`src/hw/rtl/zero_run_literal_encoder_macros.svh`:
```
// Assertion macros for the zero-run / literal encoder.
// Each macro expects clk and arst_n in the scope where it is used.
`ifndef ZERO_RUN_LITERAL_ENCODER_MACROS_SVH
`define ZERO_RUN_LITERAL_ENCODER_MACROS_SVH

// Check that cons holds in the same cycle as ante
`define ZRLE_ASSERT_NOW(name, ante, cons, msg) \
	name: assert property (@(posedge clk) disable iff (!arst_n) (ante) |-> (cons)) \
		else $error(msg);

// Check that cons holds in the cycle after ante
`define ZRLE_ASSERT_NEXT(name, ante, cons, msg) \
	name: assert property (@(posedge clk) disable iff (!arst_n) (ante) |=> (cons)) \
		else $error(msg);

`endif

```
`src/hw/rtl/zrle_pkg.sv`:
```
// Shared types and constants of the zero-run / literal encoder.
// No dependencies; used by the front end, queue, back end and top level.
package zrle_pkg;

	// Token tag as sent on the wire
	typedef enum logic {
		TOK_RUN = 1'b0,
		TOK_LIT = 1'b1
	} tok_kind_t;

	localparam int HOLD_DEPTH = 2;   // source bytes kept for a short open run
	localparam int LIT_BITS   = 8;   // literal payload bits
	localparam int VAL_W      = 16;  // token value width
	localparam int TOT_W      = 16;  // bit total width
	localparam int MAX_TOK    = 3;   // tokens one item can cause

	typedef struct packed {
		tok_kind_t        kind;
		logic [VAL_W-1:0] value;
	} tok_t;

	// One queued command: up to three tokens, in slot order
	typedef struct packed {
		logic [1:0]             count;
		tok_t [MAX_TOK-1:0]     tok;
		logic                   eom;
	} cmd_t;

endpackage

```
`src/hw/rtl/zrle_fifo.sv`:
```
// Command queue between the encoder front end and back end.
// Depends on zrle_pkg for the command type.
module zrle_fifo #(
	parameter int DEPTH = 4
) (
	input  logic          clk,
	input  logic          arst_n,
	input  logic          push,
	input  zrle_pkg::cmd_t push_cmd,
	input  logic          pop,
	output logic          full,
	output logic          head_valid,
	output zrle_pkg::cmd_t head
);
	import zrle_pkg::*;

	localparam int PW = (DEPTH > 1) ? $clog2(DEPTH) : 1;
	localparam int CW = $clog2(DEPTH + 1);

	cmd_t          mem_q [DEPTH];
	logic [PW-1:0] wr_ptr_q;
	logic [PW-1:0] rd_ptr_q;
	logic [CW-1:0] count_q;

	function automatic logic [PW-1:0] ptr_inc(input logic [PW-1:0] p);
		return (p == PW'(DEPTH - 1)) ? '0 : p + PW'(1);
	endfunction

	assign full       = (count_q == CW'(DEPTH));
	assign head_valid = (count_q != '0);
	assign head       = mem_q[rd_ptr_q];

	// Advance pointers and fill level
	always_ff @(posedge clk or negedge arst_n) begin
		if (!arst_n) begin
			wr_ptr_q <= '0;
			rd_ptr_q <= '0;
			count_q  <= '0;
		end else begin
			if (push)
				wr_ptr_q <= ptr_inc(wr_ptr_q);
			if (pop)
				rd_ptr_q <= ptr_inc(rd_ptr_q);
			if (push && !pop)
				count_q <= count_q + CW'(1);
			else if (pop && !push)
				count_q <= count_q - CW'(1);
		end
	end

	// Store the pushed command
	always_ff @(posedge clk) begin
		if (push)
			mem_q[wr_ptr_q] <= push_cmd;
	end

endmodule

```
`src/hw/rtl/zrle_front.sv`:
```
// Front end: tracks the open zero run and turns accepted items that close tokens
// into token commands for the queue. Depends on zrle_pkg.
module zrle_front #(
	parameter int RUN_FIELD_BITS = 8
) (
	input  logic           clk,
	input  logic           arst_n,
	input  logic           accept,
	input  logic [7:0]     mask_byte,
	input  logic [7:0]     source_byte,
	input  logic           end_of_mask,
	output logic           push,
	output zrle_pkg::cmd_t cmd
);
	import zrle_pkg::*;

	localparam int RW     = RUN_FIELD_BITS;
	localparam int THRESH = RUN_FIELD_BITS / 8 + 1;

	logic [RW-1:0] pending_q;
	logic          committed_q;
	logic [7:0]    held_q [HOLD_DEPTH];

	logic [RW-1:0] pend;
	logic          hold;
	logic          hold_idx;
	logic [RW-1:0] pending_n;
	logic          committed_n;
	logic [7:0]    held_n [HOLD_DEPTH];
	logic          do_flush;
	logic          do_lit;
	logic          do_cap;
	logic [RW-1:0] fl_len;
	logic          fl_comm;
	logic [1:0]    n;

	assign pend     = pending_q + RW'(1);
	assign hold     = !committed_q && (pend < RW'(THRESH)) && (pend <= RW'(HOLD_DEPTH));
	assign hold_idx = pend[0] ? 1'b0 : 1'b1;

	// Next run state and what this item closes
	always_comb begin
		held_n      = held_q;
		pending_n   = pending_q;
		committed_n = committed_q;
		fl_len      = pending_q;
		fl_comm     = committed_q;
		do_flush    = 1'b0;
		do_lit      = 1'b0;
		do_cap      = 1'b0;
		if (mask_byte == 8'd0) begin
			if (hold)
				held_n[hold_idx] = source_byte;
			else
				committed_n = 1'b1;
			pending_n = pend;
			if (pend == '1) begin
				do_cap      = 1'b1;
				pending_n   = '0;
				committed_n = 1'b0;
			end else if (end_of_mask) begin
				do_flush    = 1'b1;
				fl_len      = pend;
				fl_comm     = committed_n;
				pending_n   = '0;
				committed_n = 1'b0;
			end
		end else begin
			do_flush    = 1'b1;
			do_lit      = 1'b1;
			pending_n   = '0;
			committed_n = 1'b0;
		end
	end

	// Lay the tokens into command slots in output order
	always_comb begin
		cmd.tok = '0;
		cmd.eom = end_of_mask;
		n       = 2'd0;
		if (do_cap) begin
			cmd.tok[0] = '{kind: TOK_RUN, value: VAL_W'(pend)};
			n          = 2'd1;
		end
		if (do_flush && fl_len != '0) begin
			if (fl_comm) begin
				cmd.tok[0] = '{kind: TOK_RUN, value: VAL_W'(fl_len)};
				n          = 2'd1;
			end else begin
				cmd.tok[0] = '{kind: TOK_LIT, value: VAL_W'(held_n[0])};
				n          = 2'd1;
				if (fl_len != RW'(1)) begin
					cmd.tok[1] = '{kind: TOK_LIT, value: VAL_W'(held_n[1])};
					n          = 2'd2;
				end
			end
		end
		if (do_lit) begin
			case (n)
				2'd0:    cmd.tok[0] = '{kind: TOK_LIT, value: VAL_W'(source_byte)};
				2'd1:    cmd.tok[1] = '{kind: TOK_LIT, value: VAL_W'(source_byte)};
				default: cmd.tok[2] = '{kind: TOK_LIT, value: VAL_W'(source_byte)};
			endcase
			n = n + 2'd1;
		end
		cmd.count = n;
	end

	assign push = accept && (n != 2'd0);

	// Hold the run state
	always_ff @(posedge clk or negedge arst_n) begin
		if (!arst_n) begin
			pending_q   <= '0;
			committed_q <= 1'b0;
		end else if (accept) begin
			pending_q   <= pending_n;
			committed_q <= committed_n;
		end
	end

	// Keep source bytes of a short run
	always_ff @(posedge clk) begin
		if (accept)
			held_q <= held_n;
	end

endmodule

```
`src/hw/rtl/zrle_back.sv`:
```
// Back end: walks the head command's token slots, one per cycle unless stalled,
// keeps the saturating bit total and drives the output register. Uses zrle_pkg.
module zrle_back #(
	parameter int RUN_FIELD_BITS = 8
) (
	input  logic                       clk,
	input  logic                       arst_n,
	input  logic                       head_valid,
	input  zrle_pkg::cmd_t             head,
	output logic                       pop,
	output logic                       out_valid,
	input  logic                       out_ready,
	output zrle_pkg::tok_kind_t        out_kind,
	output logic [zrle_pkg::VAL_W-1:0] out_value,
	output logic [zrle_pkg::TOT_W-1:0] out_total,
	output logic                       out_last
);
	import zrle_pkg::*;

	localparam int RUN_TOK_BITS = 1 + RUN_FIELD_BITS;
	localparam int LIT_TOK_BITS = 1 + LIT_BITS;

	logic             out_valid_q;
	tok_kind_t        kind_q;
	logic [VAL_W-1:0] value_q;
	logic [TOT_W-1:0] total_q;
	logic             last_q;
	logic [1:0]       idx_q;
	logic [TOT_W-1:0] bit_cnt_q;

	tok_t             cur;
	logic             load;
	logic             last_slot;
	logic [4:0]       tok_bits;
	logic [TOT_W:0]   sum;
	logic [TOT_W-1:0] sat;

	assign cur       = head.tok[idx_q];
	assign load      = head_valid && (!out_valid_q || out_ready);
	assign last_slot = (idx_q == head.count - 2'd1);
	assign pop       = load && last_slot;

	// Add this token's size to the mask total, clamp at the top
	assign tok_bits = (cur.kind == TOK_RUN) ? 5'(RUN_TOK_BITS) : 5'(LIT_TOK_BITS);
	assign sum      = {1'b0, bit_cnt_q} + (TOT_W + 1)'(tok_bits);
	assign sat      = sum[TOT_W] ? '1 : sum[TOT_W-1:0];

	// Advance slot index, bit total and output valid
	always_ff @(posedge clk or negedge arst_n) begin
		if (!arst_n) begin
			out_valid_q <= 1'b0;
			idx_q       <= '0;
			bit_cnt_q   <= '0;
		end else begin
			if (load)
				out_valid_q <= 1'b1;
			else if (out_ready)
				out_valid_q <= 1'b0;
			if (load) begin
				idx_q     <= last_slot ? 2'd0 : idx_q + 2'd1;
				bit_cnt_q <= (last_slot && head.eom) ? '0 : sat;
			end
		end
	end

	// Load the token payload
	always_ff @(posedge clk) begin
		if (load) begin
			kind_q  <= cur.kind;
			value_q <= cur.value;
			total_q <= sat;
			last_q  <= last_slot && head.eom;
		end
	end

	assign out_valid = out_valid_q;
	assign out_kind  = kind_q;
	assign out_value = value_q;
	assign out_total = total_q;
	assign out_last  = last_q;

endmodule

```
`src/hw/rtl/zero_run_literal_encoder.sv`:
```
// Zero-run / literal token encoder, top level; uses zrle_pkg, the front end,
// the command queue, the back end and the assertion macro header.
// An accepted item's tokens pass through the command queue and the output register.
// Throughput: one item per cycle while the queue is not full; the back end sends one
// token per cycle while the output is not stalled; the queue holds QUEUE_DEPTH commands.
// Reset clears the open run, the bit total, the queue and the output valid.
`include "zero_run_literal_encoder_macros.svh"

module zero_run_literal_encoder #(
	parameter int RUN_FIELD_BITS = 8,
	parameter int QUEUE_DEPTH    = 4
) (
	input  logic        clk,
	input  logic        arst_n,
	input  logic        s_axis_tvalid,
	output logic        s_axis_tready,
	input  logic [15:0] s_axis_tdata,   // [7:0] mask_byte, [15:8] source_byte
	input  logic        s_axis_tlast,   // end_of_mask
	output logic        m_axis_tvalid,
	input  logic        m_axis_tready,
	output logic [31:0] m_axis_tdata,   // [15:0] token_value, [31:16] total_bits
	output logic [0:0]  m_axis_tuser,   // [0] token_kind
	output logic        m_axis_tlast    // last_token
);
	import zrle_pkg::*;

	localparam logic [VAL_W-1:0] RUN_CAP = VAL_W'((1 << RUN_FIELD_BITS) - 1);

	logic             accept;
	logic             push;
	cmd_t             push_cmd;
	logic             fifo_full;
	logic             head_valid;
	cmd_t             head;
	logic             pop;
	tok_kind_t        out_kind;
	logic [VAL_W-1:0] out_value;
	logic [TOT_W-1:0] out_total;

	assign s_axis_tready = !fifo_full;
	assign accept        = s_axis_tvalid && s_axis_tready;

	zrle_front #(
		.RUN_FIELD_BITS(RUN_FIELD_BITS)
	) u_front (
		.clk        (clk),
		.arst_n     (arst_n),
		.accept     (accept),
		.mask_byte  (s_axis_tdata[7:0]),
		.source_byte(s_axis_tdata[15:8]),
		.end_of_mask(s_axis_tlast),
		.push       (push),
		.cmd        (push_cmd)
	);

	zrle_fifo #(
		.DEPTH(QUEUE_DEPTH)
	) u_fifo (
		.clk       (clk),
		.arst_n    (arst_n),
		.push      (push),
		.push_cmd  (push_cmd),
		.pop       (pop),
		.full      (fifo_full),
		.head_valid(head_valid),
		.head      (head)
	);

	zrle_back #(
		.RUN_FIELD_BITS(RUN_FIELD_BITS)
	) u_back (
		.clk       (clk),
		.arst_n    (arst_n),
		.head_valid(head_valid),
		.head      (head),
		.pop       (pop),
		.out_valid (m_axis_tvalid),
		.out_ready (m_axis_tready),
		.out_kind  (out_kind),
		.out_value (out_value),
		.out_total (out_total),
		.out_last  (m_axis_tlast)
	);

	assign m_axis_tdata = {out_total, out_value};
	assign m_axis_tuser = out_kind;

	// A queued command always carries at least one token
	`ZRLE_ASSERT_NOW(a_head_nonempty, head_valid, head.count != 2'd0, "empty command queued")
	// Pop only from a filled queue
	`ZRLE_ASSERT_NOW(a_pop_has_data, pop, head_valid, "pop from empty queue")
	// A run token never exceeds the run cap and is never empty
	`ZRLE_ASSERT_NOW(a_run_range, m_axis_tvalid && (m_axis_tuser[0] == TOK_RUN),
		(m_axis_tdata[15:0] != 16'd0) && (m_axis_tdata[15:0] <= RUN_CAP),
		"run token length out of range")
	// Within a mask the bit total never decreases from one token to the next
	`ZRLE_ASSERT_NEXT(a_total_grows, m_axis_tvalid && m_axis_tready && !m_axis_tlast,
		!m_axis_tvalid || (m_axis_tdata[31:16] >= $past(m_axis_tdata[31:16])),
		"bit total went down inside a mask")

endmodule
```
`config.mk`:
```
export PLATFORM = sky130hd
export DESIGN_NAME = zero_run_literal_encoder
export DESIGN_NICKNAME = d
export VERILOG_FILES = /design/src/hw/rtl/zrle_pkg.sv /design/src/hw/rtl/zrle_fifo.sv /design/src/hw/rtl/zrle_front.sv /design/src/hw/rtl/zrle_back.sv /design/src/hw/rtl/zero_run_literal_encoder.sv
export VERILOG_INCLUDE_DIRS = /design/src /design/src/hw/rtl
export SDC_FILE = /design/constraint.sdc
export NUM_CORES = 1
export LEC_CHECK = 0
export BUFFER_PORTS_ARGS = -buffer_cell sky130_fd_sc_hd__buf_2
export CORE_ASPECT_RATIO = 1.5
export CORE_MARGIN = 2
export CORE_UTILIZATION = 42
export CTS_CLUSTER_DIAMETER = 80
export DETAILED_ROUTE_END_ITERATION = 10
export SLEW_MARGIN = 10
export SYNTH_ARGS = -nofsm -noshare
export SYNTH_HDL_FRONTEND = slang
export SYNTH_SLANG_ARGS = --single-unit
```
`constraint.sdc`:
```
create_clock -name clk -period 4 [get_ports clk]
set_input_delay 0.8 -clock clk [delete_from_list [all_inputs] [get_ports clk]]
set_output_delay 0.8 -clock clk [all_outputs]
set_load 0.1 [all_outputs]
```
# == After elaboration in Yosys (flattened, before gate mapping) ==
# Memories as Yosys holds them, arrays and structs flattened.
# Index checks and enable logic that the tools add are counted.
# W data, S select, Z words.
# totals
ff_bits,85
latch_bits,0
ram_bits,216
rom_bits,0
in_bits,21
output_inout_bits,36
elab_cells,113
n_memories,1
# classes
n_addsub,9
mul,0
div_mod_pow,0
n_lt_le_gt_ge,5
eq_ne,7
shift,0
mux,51
bitwise_logic,1
reduce_logical,25
# memory_table
memory,words,width,rd,rd_ports_with_merged_regs,wr,line,rtl
u_fifo.mem_q,4,54,1,0,1,zrle_fifo.sv:20,cmd_t mem_q [DEPTH];
# op_table
op,n
$mux W17,7
$mux W16,4
$mux W8,8
$mux W51,1
$bmux W17 S2,1
$mux W34,1
$mux W1,18
$add A16 B4 Y17 const B,1
$bwmux W16,1
$mux W2,7
$logic_and A1 B1 Y1,11
$add A2 B1 Y2 const B,4
$add A8 B1 Y8 const B,1
$demux W8 S1,1
$eq A8 B8 Y1 const B,1
$le A8 B2 Y1 const B,1
$logic_not A8 Y1,1
$lt A8 B2 Y1 const B,1
$ne A8 B1 Y1 const B,1
$reduce_bool A8 Y1,1
$mux W3,2
$reduce_bool A2 Y1,3
$logic_not A1 Y1,5
$eq A2 B2 Y1 const B,2
other kinds (14),14

# == Longest topological paths before layout ==
# depth
word_depth,18
ltp_mapped,15
mapped_depth_nobuf,14

# == Hierarchy ==
# Synthesis repeated with hierarchy kept, for this count alone.
# hier_totals
cells_unflattened,840
area_unflattened_um2,13167.6
# modules_own_cells
module,n_inst,cells_per_inst,area_per_inst_um2,seq_area_each_um2
zrle_fifo,1,319,8206.6,6661.4
zrle_back,1,266,2740.1,1496.4
zrle_front,1,253,2210.9,705.7
zero_run_literal_encoder,1,2,10.0,0.0

# == Least setup slack after synthesis ==
# No wires, ideal clock.
# synth_timing
path_kind,input to register
from,in s_axis_tdata[1]
to,reg u_fifo.count_q[1]
setup_time_ps,125
arrival_ps,3060
required_ps,3875
slack_ps,815
cell_stages,11
path_buffers,1
path_cell_list,nor4_2 > and2_1 > buf_2 > nand2_1 > o21a_1 > o21ai_1 > a21oi_2 > ha_1 > inv_1 > fa_1 > mux2_2
# synth_via
elab_chain_cells,13
elab_cells_between_ends,21
cone_classes,1 x add/sub; 1 x eq/ne; 10 x mux; 9 x reduce/logical
# synth_rtl
element,line,rtl
from (decl),zero_run_literal_encoder.sv:17,"input logic [15:0] s_axis_tdata,"
$logic_not A8 Y1 *,zrle_front.sv:51,if (mask_byte == 8'd0) begin
$mux W8,zrle_front.sv:51,
$ne A8 B1 Y1,zrle_front.sv:92,if (fl_len != RW'(1)) begin
$mux W2,zrle_front.sv:92,
$mux W2,zrle_front.sv:86,if (fl_comm) begin
$mux W2,zrle_front.sv:85,if (do_flush && fl_len != '0) begin
$add A2 B1 Y2,zrle_front.sv:104,n = n + 2'd1;
$mux W2 *,zrle_front.sv:98,if (do_lit) begin
$reduce_bool A2 Y1 *,zrle_front.sv:109,assign push = accept && (n != 2'd0);
$logic_and A1 B1 Y1 *,zrle_front.sv:109,
named net push,zero_run_literal_encoder.sv:30,logic push;
$logic_not A1 Y1,zrle_fifo.sv:46,else if (pop && !push)
$logic_and A1 B1 Y1,zrle_fifo.sv:46,
$reduce_bool A2 Y1 (no line),--,
to (signal assigned),zrle_fifo.sv:45,count_q <= count_q + CW'(1);
to (signal assigned),zrle_fifo.sv:47,count_q <= count_q - CW'(1);
to (decl),zrle_fifo.sv:23,logic [CW-1:0] count_q;
# Mark *: on every way through the listed nets, which the timed path passes. The rest lies on a longest branch.
# A chain may end at the register's enable or synchronous reset.

# == Final worst setup path ==
# layout_timing
from,reg u_front.pending_q[0]
to,reg u_fifo.count_q[2]
# layout_via
elab_chain_cells,17
elab_cells_between_ends,33
cone_classes,2 x add/sub; 2 x order compare; 2 x eq/ne; 17 x mux; 10 x reduce/logical
# layout_rtl
element,line,rtl
from (decl),zrle_front.sv:20,logic [RW-1:0] pending_q;
from (signal assigned),zrle_front.sv:117,pending_q <= pending_n;
$add A8 B1 Y8,zrle_front.sv:37,assign pend = pending_q + RW'(1);
$lt A8 B2 Y1,zrle_front.sv:38,assign hold = !committed_q && (pend < RW'(THRESH)) && (pend <= RW'(HOLD_DEPTH));
$logic_and A1 B1 Y1 (2 in a row),zrle_front.sv:38,
$mux W1,zrle_front.sv:52,if (hold)
$mux W1,zrle_front.sv:61,end else if (end_of_mask) begin
$mux W1,zrle_front.sv:57,if (pend == '1) begin
$mux W1,zrle_front.sv:51,
$mux W2,zrle_front.sv:86,
$mux W2 *,zrle_front.sv:85,
$add A2 B1 Y2,zrle_front.sv:104,
$mux W2 *,zrle_front.sv:98,
$reduce_bool A2 Y1 *,zrle_front.sv:109,
$logic_and A1 B1 Y1 *,zrle_front.sv:109,
named net push,zero_run_literal_encoder.sv:30,
$logic_not A1 Y1,zrle_fifo.sv:46,
$logic_and A1 B1 Y1,zrle_fifo.sv:46,
$reduce_bool A2 Y1 (no line),--,
# Marked as above.

==> impl.org <==
** Status
- Run status :: complete, no violations

** Global routing
- Entering global routing, the biggest net connects 36 pins.
- The first global-routing pass estimated roughly 32000 um of wire.
- Final global-route overflow total :: 0
- The number of antenna violations at the first check in global routing was 0.
- Total routing usage reported by global routing :: 0.180
- Via count of the first global-routing pass :: 5770

** Layout
- Layout cells sized above 1 :: 0.253
- Counting the fill cells in the layout gives about 1.9k.
- The number of antenna diodes in the final layout is 0.
- In the final design database the tool counted 716 nets.
- Utilization after layout :: 0.476
- From synthesis to final layout, the design area changed by 11.7%.

** Setup path
- The worst register-to-register path has a setup slack of 380 ps.
- Traced cell by cell, the critical path runs through inv_1 > ha_1 > nand3_1 > a21oi_2 > o22ai_1 > o21a_1 > o21ai_1 > a21oi_2 > ha_1 > inv_1 > fa_1 > xor2_1 > nor2_1 > xor2_1.
- The most critical setup path has its startpoint at u_front.pending_q[0]$_DFFE_PN0P_.
- End of the worst register-to-register path :: u_fifo.count_q[2]$_DFFE_PN0P_
- Crit Path Max Fanout :: 14
- Measured in cells, the most critical reg-to-reg path has a length of 14.
- CP Capture Point :: u_fifo.count_q[2]$_DFFE_PN0P_
- Family of cells with the greatest summed delay on the critical path :: adder cells
- Data on the critical path is required at its endpoint by 4350 ps.
- Buffer and inverter count on the worst path :: 2
- Launching element type of the critical path :: flip-flop
- The critical path is of the flip-flop to flip-flop type.
- The critical path runs through a total of 14 cells.
- Startpoint of the lowest-slack register-to-register path :: u_front.pending_q[0]$_DFFE_PN0P_
- Data arrival time of the critical path :: ~4000 ps
- Endpoint type of the worst setup path :: flip-flop
- Cell type of the slowest stage on the worst timing path :: sky130_fd_sc_hd__dfrtp_1
- Largest stage delay on the critical path :: 620 ps

** Logic synthesis
- List of most frequent post-synthesis cells :: sky130_fd_sc_hd__edfxtp_1, sky130_fd_sc_hd__nand2_1, sky130_fd_sc_hd__dfrtp_1
- For this run, the number of Yosys warnings is 0.
- Top flip-flop cell by instance count after synthesis :: sky130_fd_sc_hd__edfxtp_1
- Of the post-synthesis cell area, the dominant cell type holds 0.527.
- Synthesis-stage register bit count :: 197
- Post-synthesis cell type with the largest combined area :: sky130_fd_sc_hd__edfxtp_1
- Top cells by area, synth :: sky130_fd_sc_hd__edfxtp_1, sky130_fd_sc_hd__dfrtp_1, sky130_fd_sc_hd__mux4_2, sky130_fd_sc_hd__mux2_2, sky130_fd_sc_hd__nand2_1
- In this run the mean area of a mapped cell was 14.6 sq um.
- In the synthesized netlist, the number of instances is 633.
- Number of library cell types mapped by synthesis :: 80
- Post-synth EDFFs :: 162
- Share of flip-flops with an asynchronous set or reset :: 0.178
- Yosys instantiated no cell more often than sky130_fd_sc_hd__edfxtp_1.
- Post-synthesis cell area :: 9220 sq um
- Share of the yosys chip area belonging to registers :: 0.622

** Floorplan
- The total area inside the core boundary comes to 21600 sq um.
- In this run the horizontal extent of the chip is 125 um.
- The initialized floorplan defines 66 standard-cell rows.
- For this configuration, the core starts out at a cell density of 0.426.
- Die ar. :: 23200 sq um
- For this design the top-level I/O count stands at 57.
- In this run the vertical extent of the chip is 186 um.

** Power and ir drop
- Across the VDD grid, the largest voltage drop is around 0.36 mV.
- Of the total power, the share spent switching nets is 0.395.
- Cell-internal power :: 4.55 mW
- Clk network pwr share :: 0.220
- Dividing total power by cell area gives a power density of about 730 nW/um^2.
- Of the total power, combinational logic draws 0.369.
- Summed over all cells, the static leakage comes to ~3.9 nW.
- Relative contribution of sequential cells to total power :: 0.412
- For this design the total switching power over the nets is 2.97 mW.

** Clocking
- For the worst-skew pair, the clock arrives at the later sink with an insertion delay of around 430 ps.
- Post-CTS repair changed the size of 0 cells.
- Once the clock tree was built, the setup fixing pass inserted 0 buffers.
- Buffer cell driving the clock tree root :: sky130_fd_sc_hd__clkbuf_16
- Number of sinks on the clock net :: 197
- After clock tree synthesis, the clock-pin slew on the worst setup and hold paths is 70 ps.
- Buffers inserted to repair hold after CTS numbered 0.
- CTS HTree Levels :: 4
- Longest Clk Path Bufs :: 2
- Clock tree from TritonCTS :: done
- Total clock buffers created by CTS :: 17

** Timing
- Post-Route Hold Slack :: 501 ps
- Setup TNS after final layout :: 0 ps
- Setup violators final :: 0
- Final period utilization :: 0.905
- Slew at the pin closest to its max-slew limit :: 962 ps
- The number of slew-limit violations in the final report came to 0.
- Setup repair after global routing left no endpoint under its margin.
- Final Skew :: approximately 8 ps
- Derived from the worst setup path, the maximum achievable clock frequency is approximately 280 MHz.
- Clock period minus worst slack :: ~3600 ps
- Slew headroom :: 0.359
- Number of hold violations in the final report :: 0

** Drt
- For this run, design rule violations remaining after detail routing come to 0.
- Vias post-DR :: 5536
- For this block, the routed nets add up to 19900 um of wire.
- Number of violations reported at the end of detailed-routing iteration 0 :: 273
- Before antenna repair, the detailed router went through 4 iterations.
- Number of nets still failing antenna checks after routing :: 0
- Routed vias/inst :: about 5.7
- Mean routed wirelength per cell :: 20.5 um

** Place
- Final Wtd Congestion :: 0.902
- Count of input and output buffers :: 48
- Placed wire-length estimate :: 13700 um

** Min path
- Along the worst hold path, the cell count comes to 1.
- The tightest min-delay check is of the flip-flop to flip-flop type.

** Job
- Count of max-cap constraint violations :: 0
[stage by stage]
stage | total power, mW | area, sq um | setup slack [ps] | instances
2_1_floorplan | 5.38 | 9250 | 815 | 640
3_3_place_gp | 5.88 | 9730 | 418 | 937
3_5_place_dp | 5.95 | 9730 | 419 | 937
4_1_cts | 7.61 | 10300 | 386 | 969
5_1_grt | 7.91 | 10300 | 153 | 969
6_report | 7.52 | 10300 | 380 | 969
[cells by family (layout without fill, tap and decap cells)]
| kind of cell | count (synthesis) | count (layout) | synth area share |
|---|---|---|---|
| compound gates | 138 | 138 | 0.117 |
| xor+xnor | 16 | 16 | 0.0152 |
| fa+ha+maj | 11 | 11 | 0.0157 |
| buf+inv | 67 | 124 | 0.0361 |
| flops | 197 | 197 | 0.622 |
| mux | 61 | 61 | 0.110 |
| other cells | 1 | 8 | 0.000407 |
| simple gates | 142 | 142 | 0.0829 |
[routing by layer]
| metal | global-route usage | up-vias | wire (um) |
|---|---|---|---|
| met5 | 0 | - | 0 |
| met4 | 0.0662 | 0 | 431 |
| met3 | 0.0331 | 34 | 653 |
| met2 | 0.342 | 137 | 11000 |
| met1 | 0.200 | 2815 | 7730 |
| li1 | - | 2550 | - |
[worst min-delay path by stage]
stage                             startpoint                            end  slack [ps]
3_5_place_dp   u_fifo.count_q[2]$_DFFE_PN0P_  u_fifo.count_q[2]$_DFFE_PN0P_         490
2_1_floorplan  u_fifo.count_q[2]$_DFFE_PN0P_  u_fifo.count_q[2]$_DFFE_PN0P_         460
5_1_grt        u_fifo.count_q[2]$_DFFE_PN0P_  u_fifo.count_q[2]$_DFFE_PN0P_         510
3_3_place_gp    u_back.out_valid$_DFFE_PN0P_   u_back.out_valid$_DFFE_PN0P_         480
6_report       u_fifo.count_q[2]$_DFFE_PN0P_  u_fifo.count_q[2]$_DFFE_PN0P_         500
4_1_cts        u_fifo.count_q[2]$_DFFE_PN0P_  u_fifo.count_q[2]$_DFFE_PN0P_         500
[sequential cells by signal, indices dropped and copies added (netlist names)]
signal / cells
u_back.out_value: 8
u_back.bit_cnt_q: 16
u_back.out_total: 16
u_front.committed_q: 1
u_back.out_last: 1
u_fifo.rd_ptr_q: 2
u_fifo.wr_ptr_q: 2
u_back.out_valid: 1
u_fifo.count_q: 3
u_fifo.mem_q: 120
u_front.pending_q: 8
u_front.held_q: 16
u_back.out_kind: 1
u_back.idx_q: 2
[power by group through the flow]
stage	clock [mW]	sequential [mW]	combinational, mW
floorplan	0	4.01	1.36
global placement	0	3.12	2.76
detailed placement	0	3.14	2.81
CTS	1.70	3.10	2.82
global route	1.78	3.16	2.98
finish	1.65	3.10	2.78
[cell type report]
| type | instances | area [sq um] | share of cell area |
|---|---|---|---|
| sequential | 197 | 5740 | 0.558 |
| timing repair buffer | 65 | 368 | 0.0357 |
| clock inverter | 14 | 141 | 0.0137 |
| inverter | 27 | 101 | 0.00984 |
| clock buffer | 18 | 429 | 0.0417 |
| multi-input combinational | 376 | 3180 | 0.308 |
| tap | 272 | 340 | 0.0330 |
[cell usage in the layout, fill, tap and decap left out, types with 11 or more instances in the layout]
| cell type | Yosys | final |
|---|---|---|
| sky130_fd_sc_hd__edfxtp_1 | 162 | 162 |
| sky130_fd_sc_hd__buf_2 | 8 | 48 |
| sky130_fd_sc_hd__nand2_1 | 46 | 46 |
| sky130_fd_sc_hd__dfrtp_1 | 35 | 34 |
| sky130_fd_sc_hd__mux4_2 | 30 | 30 |
| sky130_fd_sc_hd__inv_1 | 26 | 26 |
| sky130_fd_sc_hd__nor2_1 | 21 | 21 |
| sky130_fd_sc_hd__o21ai_0 | 20 | 20 |
| sky130_fd_sc_hd__mux2_2 | 19 | 19 |
| sky130_fd_sc_hd__o22ai_1 | 17 | 17 |
| sky130_fd_sc_hd__nand3_1 | 17 | 17 |
| sky130_fd_sc_hd__clkbuf_16 | 0 | 17 |
| sky130_fd_sc_hd__buf_4 | 14 | 17 |
| sky130_fd_sc_hd__a21o_1 | 16 | 16 |
| sky130_fd_sc_hd__and2_1 | 14 | 14 |
| sky130_fd_sc_hd__a211oi_1 | 12 | 12 |
| sky130_fd_sc_hd__mux2i_1 | 11 | 11 |
Note: power is estimated with default switching activity, not from simulation.
